--- src/rtl/epdm_pkg.sv ---
// ----------------------------------------------------------------------------
// epdm_pkg
// Shared widths, constants and reciprocal tables for the echo peak distance
// meter: window counter, distance output and the time to centimetre divider.
// ----------------------------------------------------------------------------
package epdm_pkg;

  // window counter and configuration register
  localparam int WIN_BITS  = 12;
  localparam int DIST_BITS = 9;

  typedef logic [WIN_BITS-1:0]  win_t;
  typedef logic [DIST_BITS-1:0] dist_t;

  localparam win_t WIN_RESET = win_t'(1000);

  // divider operand: any time below the far limit fits in 16 bits
  localparam int MUL_BITS   = 16;
  localparam int RECIP_BITS = 19;
  localparam int DIV_SHIFT  = 24;
  localparam int PROD_BITS  = MUL_BITS + RECIP_BITS;

  typedef logic [MUL_BITS-1:0]   mul_t;
  typedef logic [RECIP_BITS-1:0] recip_t;
  typedef logic [PROD_BITS-1:0]  prod_t;

  // range limits, upper bound exclusive
  localparam mul_t LIM_40  = mul_t'(600);
  localparam mul_t LIM_60  = mul_t'(1200);
  localparam mul_t LIM_90  = mul_t'(2800);
  localparam mul_t LIM_110 = mul_t'(7200);
  localparam mul_t LIM_125 = mul_t'(20000);
  localparam int unsigned TIME_LIMIT = 35000;

  // rounded-up reciprocals, exact for every 16-bit dividend at this shift
  localparam longint unsigned DIV_SCALE = 64'd1 << DIV_SHIFT;
  localparam recip_t RECIP_40  = recip_t'((DIV_SCALE + 64'd39)  / 64'd40);
  localparam recip_t RECIP_60  = recip_t'((DIV_SCALE + 64'd59)  / 64'd60);
  localparam recip_t RECIP_90  = recip_t'((DIV_SCALE + 64'd89)  / 64'd90);
  localparam recip_t RECIP_110 = recip_t'((DIV_SCALE + 64'd109) / 64'd110);
  localparam recip_t RECIP_125 = recip_t'((DIV_SCALE + 64'd124) / 64'd125);
  localparam recip_t RECIP_135 = recip_t'((DIV_SCALE + 64'd134) / 64'd135);

endpackage

--- src/rtl/epdm_divider.sv ---
// ----------------------------------------------------------------------------
// epdm_divider
// Converts a peak time into centimetres: range select, one multiply by a
// reciprocal and a shift, with the result and too-far flag registered.
// ----------------------------------------------------------------------------
module epdm_divider
  import epdm_pkg::*;
#(
  parameter int STAMP_BITS = 16
) (
  input  logic                  clk,
  input  logic                  load,
  input  logic [STAMP_BITS-1:0] stamp_in,
  output dist_t                 distance_cm,
  output logic                  too_far
);

  logic   far;
  mul_t   t_low;
  recip_t recip;
  prod_t  product;
  dist_t  quot;
  dist_t  dist_next;

  // out of range check on the full stamp width
  assign far   = (stamp_in >= STAMP_BITS'(TIME_LIMIT));
  assign t_low = stamp_in[MUL_BITS-1:0];

  // reciprocal by range
  always_comb begin
    if (t_low < LIM_40) begin
      recip = RECIP_40;
    end else if (t_low < LIM_60) begin
      recip = RECIP_60;
    end else if (t_low < LIM_90) begin
      recip = RECIP_90;
    end else if (t_low < LIM_110) begin
      recip = RECIP_110;
    end else if (t_low < LIM_125) begin
      recip = RECIP_125;
    end else begin
      recip = RECIP_135;
    end
  end

  // multiply and take the integer part
  assign product   = prod_t'(t_low) * prod_t'(recip);
  assign quot      = product[DIV_SHIFT +: DIST_BITS];
  assign dist_next = far ? '0 : quot;

  // result register
  always_ff @(posedge clk) begin
    if (load) begin
      distance_cm <= dist_next;
      too_far     <= (dist_next == '0);
    end
  end

endmodule

--- src/rtl/echo_peak_distance_meter_core.sv ---
// ----------------------------------------------------------------------------
// echo_peak_distance_meter_core
// Finds a rising echo pair, scans a window for the peak sample and emits the
// distance of that peak in centimetres.
// ----------------------------------------------------------------------------
// result path: the peak time register loads when the last window item is accepted,
//   then the divider result register loads once the output can take it
// throughput: one item per cycle; the input stalls only when a result is held
//   in both stages and the output is stalled
// reset: synchronous, clears phase, pair and peak state, sets window length 1000
module echo_peak_distance_meter_core
  import epdm_pkg::*;
#(
  parameter int SAMPLE_BITS = 12,
  parameter int STAMP_BITS  = 16
) (
  input  logic                   clk,
  input  logic                   rst,
  // configuration
  input  logic                   cfg_wr_en,
  input  win_t                   cfg_wr_data,
  // input items
  input  logic                   in_valid,
  output logic                   in_stall,
  input  logic                   start_req,
  input  logic [SAMPLE_BITS-1:0] sample,
  input  logic [STAMP_BITS-1:0]  timestamp,
  // result items
  output logic                   out_valid,
  input  logic                   out_stall,
  output dist_t                  distance_cm,
  output logic                   too_far
);

  localparam logic [1:0] PH_IDLE = 2'd0;
  localparam logic [1:0] PH_PAIR = 2'd1;
  localparam logic [1:0] PH_WIN  = 2'd2;

  win_t                   window_length;
  logic [1:0]             phase, phase_next;
  logic [SAMPLE_BITS-1:0] pair_first, pair_first_next;
  logic                   pair_half, pair_half_next;
  logic [SAMPLE_BITS-1:0] peak_value, peak_value_next;
  logic [STAMP_BITS-1:0]  peak_time, peak_time_next;
  win_t                   window_count, window_count_next;
  logic                   emit;

  logic                   s1_valid;
  logic [STAMP_BITS-1:0]  s1_time;
  logic                   out_ready;
  logic                   s1_adv;
  logic                   in_acc;

  // handshake between stages
  assign out_ready = !out_valid || !out_stall;
  assign s1_adv    = s1_valid && out_ready;
  assign in_stall  = s1_valid && !out_ready;
  assign in_acc    = in_valid && !in_stall;

  // configuration register
  always_ff @(posedge clk) begin
    if (rst) begin
      window_length <= WIN_RESET;
    end else if (cfg_wr_en) begin
      window_length <= cfg_wr_data;
    end
  end

  // per-item state update
  always_comb begin
    phase_next        = phase;
    pair_first_next   = pair_first;
    pair_half_next    = pair_half;
    peak_value_next   = peak_value;
    peak_time_next    = peak_time;
    window_count_next = window_count;
    emit              = 1'b0;
    if (start_req) begin
      phase_next      = PH_PAIR;
      pair_first_next = sample;
      pair_half_next  = 1'b1;
    end else begin
      unique case (phase)
        PH_PAIR: begin
          if (!pair_half) begin
            pair_first_next = sample;
            pair_half_next  = 1'b1;
          end else if (sample >= pair_first) begin
            pair_half_next    = 1'b0;
            phase_next        = PH_WIN;
            peak_value_next   = '0;
            window_count_next = '0;
          end else begin
            pair_half_next = 1'b0;
          end
        end
        PH_WIN: begin
          if (sample > peak_value) begin
            peak_value_next = sample;
            peak_time_next  = timestamp;
          end
          window_count_next = window_count + win_t'(1);
          if (window_count_next == window_length) begin
            phase_next = PH_IDLE;
            emit       = 1'b1;
          end
        end
        default: begin
          // idle and the unused code ignore items without start
        end
      endcase
    end
  end

  always_ff @(posedge clk) begin
    if (rst) begin
      phase        <= PH_IDLE;
      pair_first   <= '0;
      pair_half    <= 1'b0;
      peak_value   <= '0;
      peak_time    <= '0;
      window_count <= '0;
    end else if (in_acc) begin
      phase        <= phase_next;
      pair_first   <= pair_first_next;
      pair_half    <= pair_half_next;
      peak_value   <= peak_value_next;
      peak_time    <= peak_time_next;
      window_count <= window_count_next;
    end
  end

  // peak time stage
  always_ff @(posedge clk) begin
    if (rst) begin
      s1_valid <= 1'b0;
    end else if (in_acc && emit) begin
      s1_valid <= 1'b1;
    end else if (s1_adv) begin
      s1_valid <= 1'b0;
    end
  end

  always_ff @(posedge clk) begin
    if (in_acc && emit) begin
      s1_time <= peak_time_next;
    end
  end

  // distance conversion and result register
  epdm_divider #(
    .STAMP_BITS (STAMP_BITS)
  ) u_divider (
    .clk         (clk),
    .load        (s1_adv),
    .stamp_in    (s1_time),
    .distance_cm (distance_cm),
    .too_far     (too_far)
  );

  always_ff @(posedge clk) begin
    if (rst) begin
      out_valid <= 1'b0;
    end else if (s1_adv) begin
      out_valid <= 1'b1;
    end else if (!out_stall) begin
      out_valid <= 1'b0;
    end
  end

`ifndef SYNTHESIS
  // flag agrees with the distance
  a_too_far: assert property (@(posedge clk) disable iff (rst)
    out_valid |-> (too_far == (distance_cm == '0)))
    else $error("too_far does not match distance_cm");

  // distance never beyond the largest range
  a_dist_range: assert property (@(posedge clk) disable iff (rst)
    out_valid |-> (distance_cm <= dist_t'(259)))
    else $error("distance_cm out of range");

  // a new result only comes from the peak time stage
  a_out_src: assert property (@(posedge clk) disable iff (rst)
    $rose(out_valid) |-> $past(s1_valid))
    else $error("result without a pending peak time");

  // input held only while the peak time stage is blocked
  a_stall_src: assert property (@(posedge clk) disable iff (rst)
    in_stall |-> (s1_valid && out_valid))
    else $error("input stalled without a blocked result");
`endif

endmodule

--- config.mk ---
export PLATFORM = sky130hd
export DESIGN_NAME = echo_peak_distance_meter_core
export DESIGN_NICKNAME = d
export VERILOG_FILES = /design/src/rtl/epdm_pkg.sv /design/src/rtl/epdm_divider.sv /design/src/rtl/echo_peak_distance_meter_core.sv
export SDC_FILE = /design/constraint.sdc
export NUM_CORES = 1
export LEC_CHECK = 0
export BUFFER_PORTS_ARGS = -buffer_cell sky130_fd_sc_hd__buf_4
export CORE_AREA = 2 2 172 174
export CTS_CLUSTER_DIAMETER = 150
export CTS_CLUSTER_SIZE = 10
export DETAILED_ROUTE_END_ITERATION = 12
export DIE_AREA = 0 0 174 176
export GPL_TIMING_DRIVEN = 0
export HOLD_SLACK_MARGIN = 0.08
export PLACE_DENSITY_LB_ADDON = 0.25
export SETUP_SLACK_MARGIN = 0.4
export SYNTH_ARGS = -nofsm -noshare
export SYNTH_HDL_FRONTEND = slang
export SYNTH_SLANG_ARGS = --single-unit
--- constraint.sdc ---
create_clock -name clk -period 9.17 [get_ports clk]
set_clock_uncertainty 0.15 [all_clocks]
set_input_delay 0.917 -clock clk [delete_from_list [all_inputs] [get_ports clk]]
set_output_delay 0.917 -clock clk [all_outputs]
set_load 0.05 [all_outputs]
==> metrics, run 1 <==
status=complete, no violations; Root Buffer=clkbuf_16; Worst-Margin Slew=0.783 ns; post-route non-filler standard cell count=about 2100; register area share after synthesis=15.5%; synthesized flop and latch total=95; iteration count of the initial detailed-routing pass=4; Power Density=~80 mW/mm^2; final RePlAce weighted congestion=around 0.94; period utilization=between 90% and 100%; Max IR drop VDD=0.200 mV; crit-path most repeated cell=fa_1; Setup crit end kind=flop; Max stage delay on crit path=0.56 ns; Final Hold Viols=0; top cells by count, synth=inv_1, fa_1, nand2_1; GRT Util Overall=between 20% and 30%; Reg clk slew, reported paths=around 0.070 ns; minimum clock period=between 8 and 9 ns; fin. max-slew vios=0; Post-Syn Instances=between 1500 and 2000; site row count=slightly above 60; CTS Buf Count=9; Core ar.=0.0285 mm^2; Ys Warns=0; Finished Cell Area=roughly 0.015 mm^2; area delta synth->final=10.4%; DR iter-0 viols=843; Worst-Skew Late Latency=approximately 0.36 ns; Max Fclk=117 MHz; Post-synth EDFFs=26; critical path launch point=s1_time[8]$_DFFE_PP_; clock sinks=95; post-synth top area share=about 34%; Min Hold Slack=0.337 ns; Post-DRT Antenna Nets=0; total number of H-tree levels=3; fraction of layout instances using a drive strength above 1=roughly 8.2%; gr ovfl total=0; RSZ-0062 raised after global routing=no; TritonCTS clock tree=yes; Crit path required time=about 9 ns; Setup CP Type=reg2reg; PortBufs=54; Layout Utilization=53.8%; Cell variety after synth=between 60 and 70; Setup Viol. Count Final=0; critical path arrival=approximately 8.6 ns; Reg2Reg Setup Slack=approximately 0.64 ns; Final WS setup=0.644 ns; largest net degree at the start of global routing=21; Slew headroom=a little under half; Clock Path Buffers=2; Worst Setup EP=u_divider.too_far$_DFFE_PP_; Total Wirelength=35200 um; ys async rst share=0%; dominant cell by count in the synthesized netlist=inv_1; footprint of the multi-input gates=roughly 0.010 mm^2; Worst Path Max Fanout=10; die area=0.0306 mm^2; leakage power=7.39 nW; post-synth top area cell=fa_1; antenna diode instance count=0; I/O pins=58; vias in the first global route=~11000; Hold Path Class=reg2reg; Mean Syn Cell Area=between 8 and 9 um^2; Placed Area=about 0.015 mm^2; DRC Markers=0; CTS Hold Buffers Added=0; Max Cap Viol=0; reg-to-reg startpoint=s1_time[8]$_DFFE_PP_; dpl hpwl=around 29000 um; R2R Path End=u_divider.too_far$_DFFE_PP_; worst r2r path cells=28; Initial Util=48.7%; Most used DFF post-synth=dfxtp_1; filler instances=2701; Final nets=roughly 2100; top cells by area, synth=fa_1, ha_1, dfxtp_1; initial antenna violation count=0; Cell Area, Synth=0.0139 mm^2; placed cell count=2034; Fin Setup TNS=0 ns; Wirelength per Cell=17.1 um; first-pass GRT wire length=~57000 um; vias=10700; Place WS=-0.235 ns; die width=174 um; Die Height=~180 um; register area=around 0.0022 mm^2; critical path's slowest cell=o21ai_2; Vias/cell=between 5 and 6; total power=around 1.2 mW; critical path launch point type=flop
-- cells by family after synthesis --
kind of cell | share of synthesized area [%]
flip-flops | 15.5
multiplexers | 2.59
AO/OA/AOI/OAI | 7.18
adder cells (fa/ha/maj) | 44.5
AND/OR/NAND/NOR | 17.0
XOR/XNOR | 1.89
other | 0.0540
buffers and inverters | 11.2
-- layout by cell type, fill, tap and decap left out, types with 6 or more instances in the layout --
cell       synthesis  layout
a211o_1            9       9
a211oi_1           7       7
a21o_1            21      20
a21oi_1           55      52
and2_1            87      87
and3_1            10      10
buf_2             10      10
buf_4              1      58
clkbuf_1          61      53
clkbuf_16          0       9
clkbuf_2           0       6
conb_1             2      18
dfxtp_1           69      69
edfxtp_1          26      26
fa_1             234     234
ha_1             120     120
inv_1            332     332
mux2_1            10      10
mux2_2             6       6
mux2i_1           18      18
nand2_1          176     174
nand2b_1           6       6
nand3_1           15      15
nand4_1            9       9
nor2_1           129     127
nor2b_1            9       9
nor3_1            33      33
o21ai_0           14      12
o21ai_1           12      11
xnor2_1           26      25
-- routing by layer --
layer,track usage [%],vias to the layer above,share of wire [%]
li1,-,5007,-
met5,0,-,0
met4,7.35,0,3.0
met3,4.07,75,6.5
met1,32.2,5233,43
met2,39.9,355,47
-- worst max-delay path: cells and delay by family, from the launching register on --
kind	cells	cell delay, ns
flip-flops	1	0.38
buffers and inverters	6	0.95
AND/OR/NAND/NOR	3	0.62
adder cells (fa/ha/maj)	7	3.51
XOR/XNOR	1	0.17
AO/OA/AOI/OAI	11	2.58
-- sequential cells by signal, indices dropped and copies added, names as in the netlist --
signal,count
out_valid,1
peak_time,16
pair_first,12
phase,2
s1_valid,1
pair_half,1
s1_time,16
peak_value,12
window_count,12
u_divider.too_far,1
u_divider.distance_cm,9
window_length,12
-- final cells by class --
| class | instances | share of cell area [%] |
|---|---|---|
| tap | 384 | 3.13 |
| inverter | 333 | 8.14 |
| clock buffer | 9 | 1.47 |
| sequential | 95 | 14.1 |
| clock inverter | 7 | 0.562 |
| buffer | 76 | 2.17 |
| timing repair buffer | 58 | 2.86 |
| multi-input combinational | 1090 | 67.6 |
-- power by group --
part | switching, mW | internal [mW] | leakage [nW]
Clock | 0.187 | 0.195 | 0.151
Sequential | 0.00710 | 0.447 | 0.802
Combinational | 0.234 | 0.170 | 6.44
Total | 0.428 | 0.813 | 7.39
-- how the worst min path moves through the flow --
stage                               startpoint                          to  cells after the start
global placement    peak_value[9]$_SDFFE_PP0P_  peak_value[9]$_SDFFE_PP0P_                      2
detailed placement  peak_value[3]$_SDFFE_PP0P_  peak_value[3]$_SDFFE_PP0P_                      2
floorplan                s1_valid$_SDFFE_PP0P_      out_valid$_SDFFE_PP0P_                      2
CTS                 peak_time[15]$_SDFFE_PP0P_  peak_time[15]$_SDFFE_PP0P_                      2
global route        peak_time[15]$_SDFFE_PP0P_  peak_time[15]$_SDFFE_PP0P_                      2
finish              peak_value[3]$_SDFFE_PP0P_  peak_value[3]$_SDFFE_PP0P_                      2
-- timing repair --
action	4_1_cts	5_1_grt
pin swaps	1	5
setup buffers	0	2
endpoints found under the setup margin	10	4
resized for setup	15	29
Note: power is estimated with default switching activity, not from simulation.
==> inputs of run 2 (changes only) <==
ABC_AREA = 1   (was default)
CORE_AREA = 2 2 176 178   (was 2 2 172 174)
DIE_AREA = 0 0 178 180   (was 0 0 174 176)
PLACE_DENSITY = 0.72   (was default)
PLACE_DENSITY_LB_ADDON = default   (was 0.25)
SYNTH_HIERARCHICAL = 1   (was default)
==> run 2 against run 1 <==
Core utilization fell by 1.5 points. Flip-flop and latch count is the same. Sequential share of layout area fell by 0.39 points. Worst hold slack worse by 0.026 ns. Clock power about the same. Clock-buffer cell count unchanged. Critical path type unchanged. Highest routed layer unchanged.
==> metrics, run 2 <==
status=complete, no violations; reg-to-reg startpoint=s1_time[13]$_DFFE_PP_; GRT Util Overall=25.4% (+1.4 points); top cells by area, synth=fa_1, inv_1, ha_1; minimum clock period=8.30 ns (-0.226 ns); R2R Path End=u_divider/too_far$_DFFE_PP_; period utilization=90.5% (-2.5 points); critical path launch point type=flop; Post-DRT Antenna Nets=0 (unchanged); Initial Util=48.0% (-0.69 points); Total Wirelength=38700 um (+9.9%); Cell variety after synth=46 (-31%); die width=178 um (+2.3%); critical path's slowest cell=fa_1; DR iter-0 viols=857 (+1.7%); synthesized flop and latch total=95 (unchanged); Finished Cell Area=0.0158 mm^2 (+2.9%); Setup CP Type=reg2reg; Most used DFF post-synth=dfxtp_1; Wirelength per Cell=16.5 um (-4.1%); Mean Syn Cell Area=7.77 um^2 (-12%); ys async rst share=0% (unchanged); dpl hpwl=33200 um (+14%); leakage power=7.92 nW (+7.1%); antenna diode instance count=0 (unchanged); Setup Viol. Count Final=0 (unchanged); critical path arrival=8.27 ns (-0.29 ns); crit path buf inv count=8 (+2); biggest regs=peak_time (16), s1_time (16); Max IR drop VDD=0.153 mV (-23%); Placed Area=0.0155 mm^2 (+4.0%); WHS Path Cells=2 (unchanged); area delta synth->final=8.95%; Setup crit end kind=flop; fraction of layout instances using a drive strength above 1=8.03% (-0.18 points); Fin Setup TNS=0 ns (unchanged); DRC Markers=0 (unchanged); I/O pins=58 (unchanged); CTS Hold Buffers Added=0 (unchanged); Hold Path Class=reg2reg; RSZ-0062 raised after global routing=no; Clock Path Buffers=2 (unchanged); post-synth top area share=32.3% (-1.4 points); initial antenna violation count=0 (unchanged); vias in the first global route=12700 (+15%); register area share after synthesis=14.9% (-0.64 points); Reg clk slew, reported paths=0.08 ns (about the same); Power Density=81.5 mW/mm^2 (+0.86%); Root Buffer=clkbuf_16; Post-synth EDFFs=26 (unchanged); CTS Buf Count=9 (unchanged); gr ovfl total=0 (unchanged); Die Height=180 um (+2.3%); vias=12200 (+14%); Ys Warns=6 (+6); site row count=64 (+3.2%); Max Cap Viol=0 (unchanged); Core ar.=0.0302 mm^2 (+5.8%); TritonCTS clock tree=yes; Worst Hold Launch=pair_first[10]$_SDFFE_PP0P_; most frequent cells in the layout=inv_1, nand2_1, fa_1, nor2_1, ha_1; fin. max-slew vios=0 (unchanged); PortBufs=56 (+3.7%); post-synth top area cell=fa_1; final RePlAce weighted congestion=0.967 (+2.9%); Final Hold Viols=0 (unchanged); Post-Syn Instances=1866 (+18%); top cells by count, synth=inv_1, nand2_1, fa_1, nor2_1, ha_1; largest net degree at the start of global routing=21 (unchanged); Final nets=2349 (+14%); dominant cell by count in the synthesized netlist=inv_1; first-pass GRT wire length=64200 um (+12%); Vias/cell=5.17 (-0.52%); filler instances=2909 (+7.7%); Worst Path Max Fanout=10 (unchanged); clock sinks=95 (unchanged); Max Fclk=120 MHz (+2.7%); worst r2r path cells=33 (+18%); Top Family by Delay on Critical Path=adder cells; die area=0.0320 mm^2 (+4.6%); Slew headroom=28.0% (-19 points); Cell Area, Synth=0.0145 mm^2 (+4.3%); total number of H-tree levels=3 (unchanged); iteration count of the initial detailed-routing pass=6 (+2); Crit path required time=9.14 ns (-0.06 ns); commonest non-fill, non-tap cell in the layout=inv_1; Worst-Skew Late Latency=0.36 ns (about the same); Worst-Margin Slew=1.08 ns (+0.296 ns); Reg2Reg Setup Slack=0.87 ns (+0.23 ns); Max stage delay on crit path=0.55 ns (about the same); Worst Hold End=pair_first[10]$_SDFFE_PP0P_
-- run 2: cell types whose count changed after synthesis, moves of 16 or more --
cell and delta:
o21ai_0 +46, nand3_1 +53, clkbuf_1 -25, mux2i_1 -18
inv_2 +16, nand2_1 +172, nor3_1 -21, and2_1 -87
a21o_1 -20, a21oi_1 +36, nor2_1 +105, xnor2_1 -22
inv_1 +84
-- run 2: metrics by stage --
stage	setup slack (ns)	utilization, %	power (mW)	instances	hold WS [ns]
after global routing	0.428	52.3	1.38	2350	0.330
after floorplan	2.20	-	0.784	1882	0.283
final	0.870	52.3	1.29	2350	0.311
after detailed placement	0.653	51.3	0.909	2334	0.303
after CTS	0.610	52.3	1.29	2350	0.313
after global placement	0.651	51.3	0.900	2334	0.295
-- run 2: worst min-delay path, delay by kind of cell, from the launching register on --
| kind | cells | cell delay [ns] |
|---|---|---|
| flip-flops | 1 | 0.30 |
| AO/OA/AOI/OAI | 1 | 0.06 |
| buffers and inverters | 1 | 0.06 |
-- run 2: worst max path at each step --
stage / end / start / cells past startpoint / slack, ns
after floorplan: u_divider/too_far$_DFFE_PP_ / s1_time[9]$_DFFE_PP_ / 36 / 2.20
after global routing: u_divider/too_far$_DFFE_PP_ / s1_time[13]$_DFFE_PP_ / 33 / 0.43
after global placement: u_divider/too_far$_DFFE_PP_ / s1_time[13]$_DFFE_PP_ / 33 / 0.65
final: u_divider/too_far$_DFFE_PP_ / s1_time[13]$_DFFE_PP_ / 33 / 0.87
after detailed placement: u_divider/too_far$_DFFE_PP_ / s1_time[13]$_DFFE_PP_ / 33 / 0.65
after CTS: u_divider/too_far$_DFFE_PP_ / s1_time[13]$_DFFE_PP_ / 35 / 0.61
-- run 2: per-layer routing --
layer / share of wire (%) / global-route usage [%]
met5: 0 / 0
met4: 3.4 / 8.43
met3: 6.6 / 2.77
met2: 49 / 44.2
met1: 41 / 32.8
-- run 2: report_power, final --
group	internal, mW	switching (mW)	total [mW]
combinational	0.164	0.276	0.440
sequential	0.452	0.0102	0.462
clock	0.196	0.189	0.385
total	0.812	0.475	1.29
-- run 2: cell type report --
cell class	count	area [um^2]	share of cell area (%)
clock inverters	7	83.8	0.530
repair buffers	56	420	2.66
inverters	442	1670	10.6
clock buffers	9	225	1.43
flip-flops and latches	95	2160	13.7
well taps	396	495	3.14
plain buffers	57	293	1.85
multi-input cells	1288	10500	66.1
-- run 2: logic make-up after synthesis --
family                     Yosys count  synth area share, %
AOI/OAI and AO/OA                  188                 6.94
xor gates and xnor gates             8                0.483
adders and majority gates          354                 42.6
buffers and inverters              499                 13.6
DFF                                 95                 14.9
other                                2               0.0518
and+or+nand+nor                    720                 21.4
-- run 2: repair_timing --
item / in CTS / in global routing
endpoints found under the setup margin: 0 / 4
buffers inserted: 0 / 0
gates resized for setup: 0 / 4
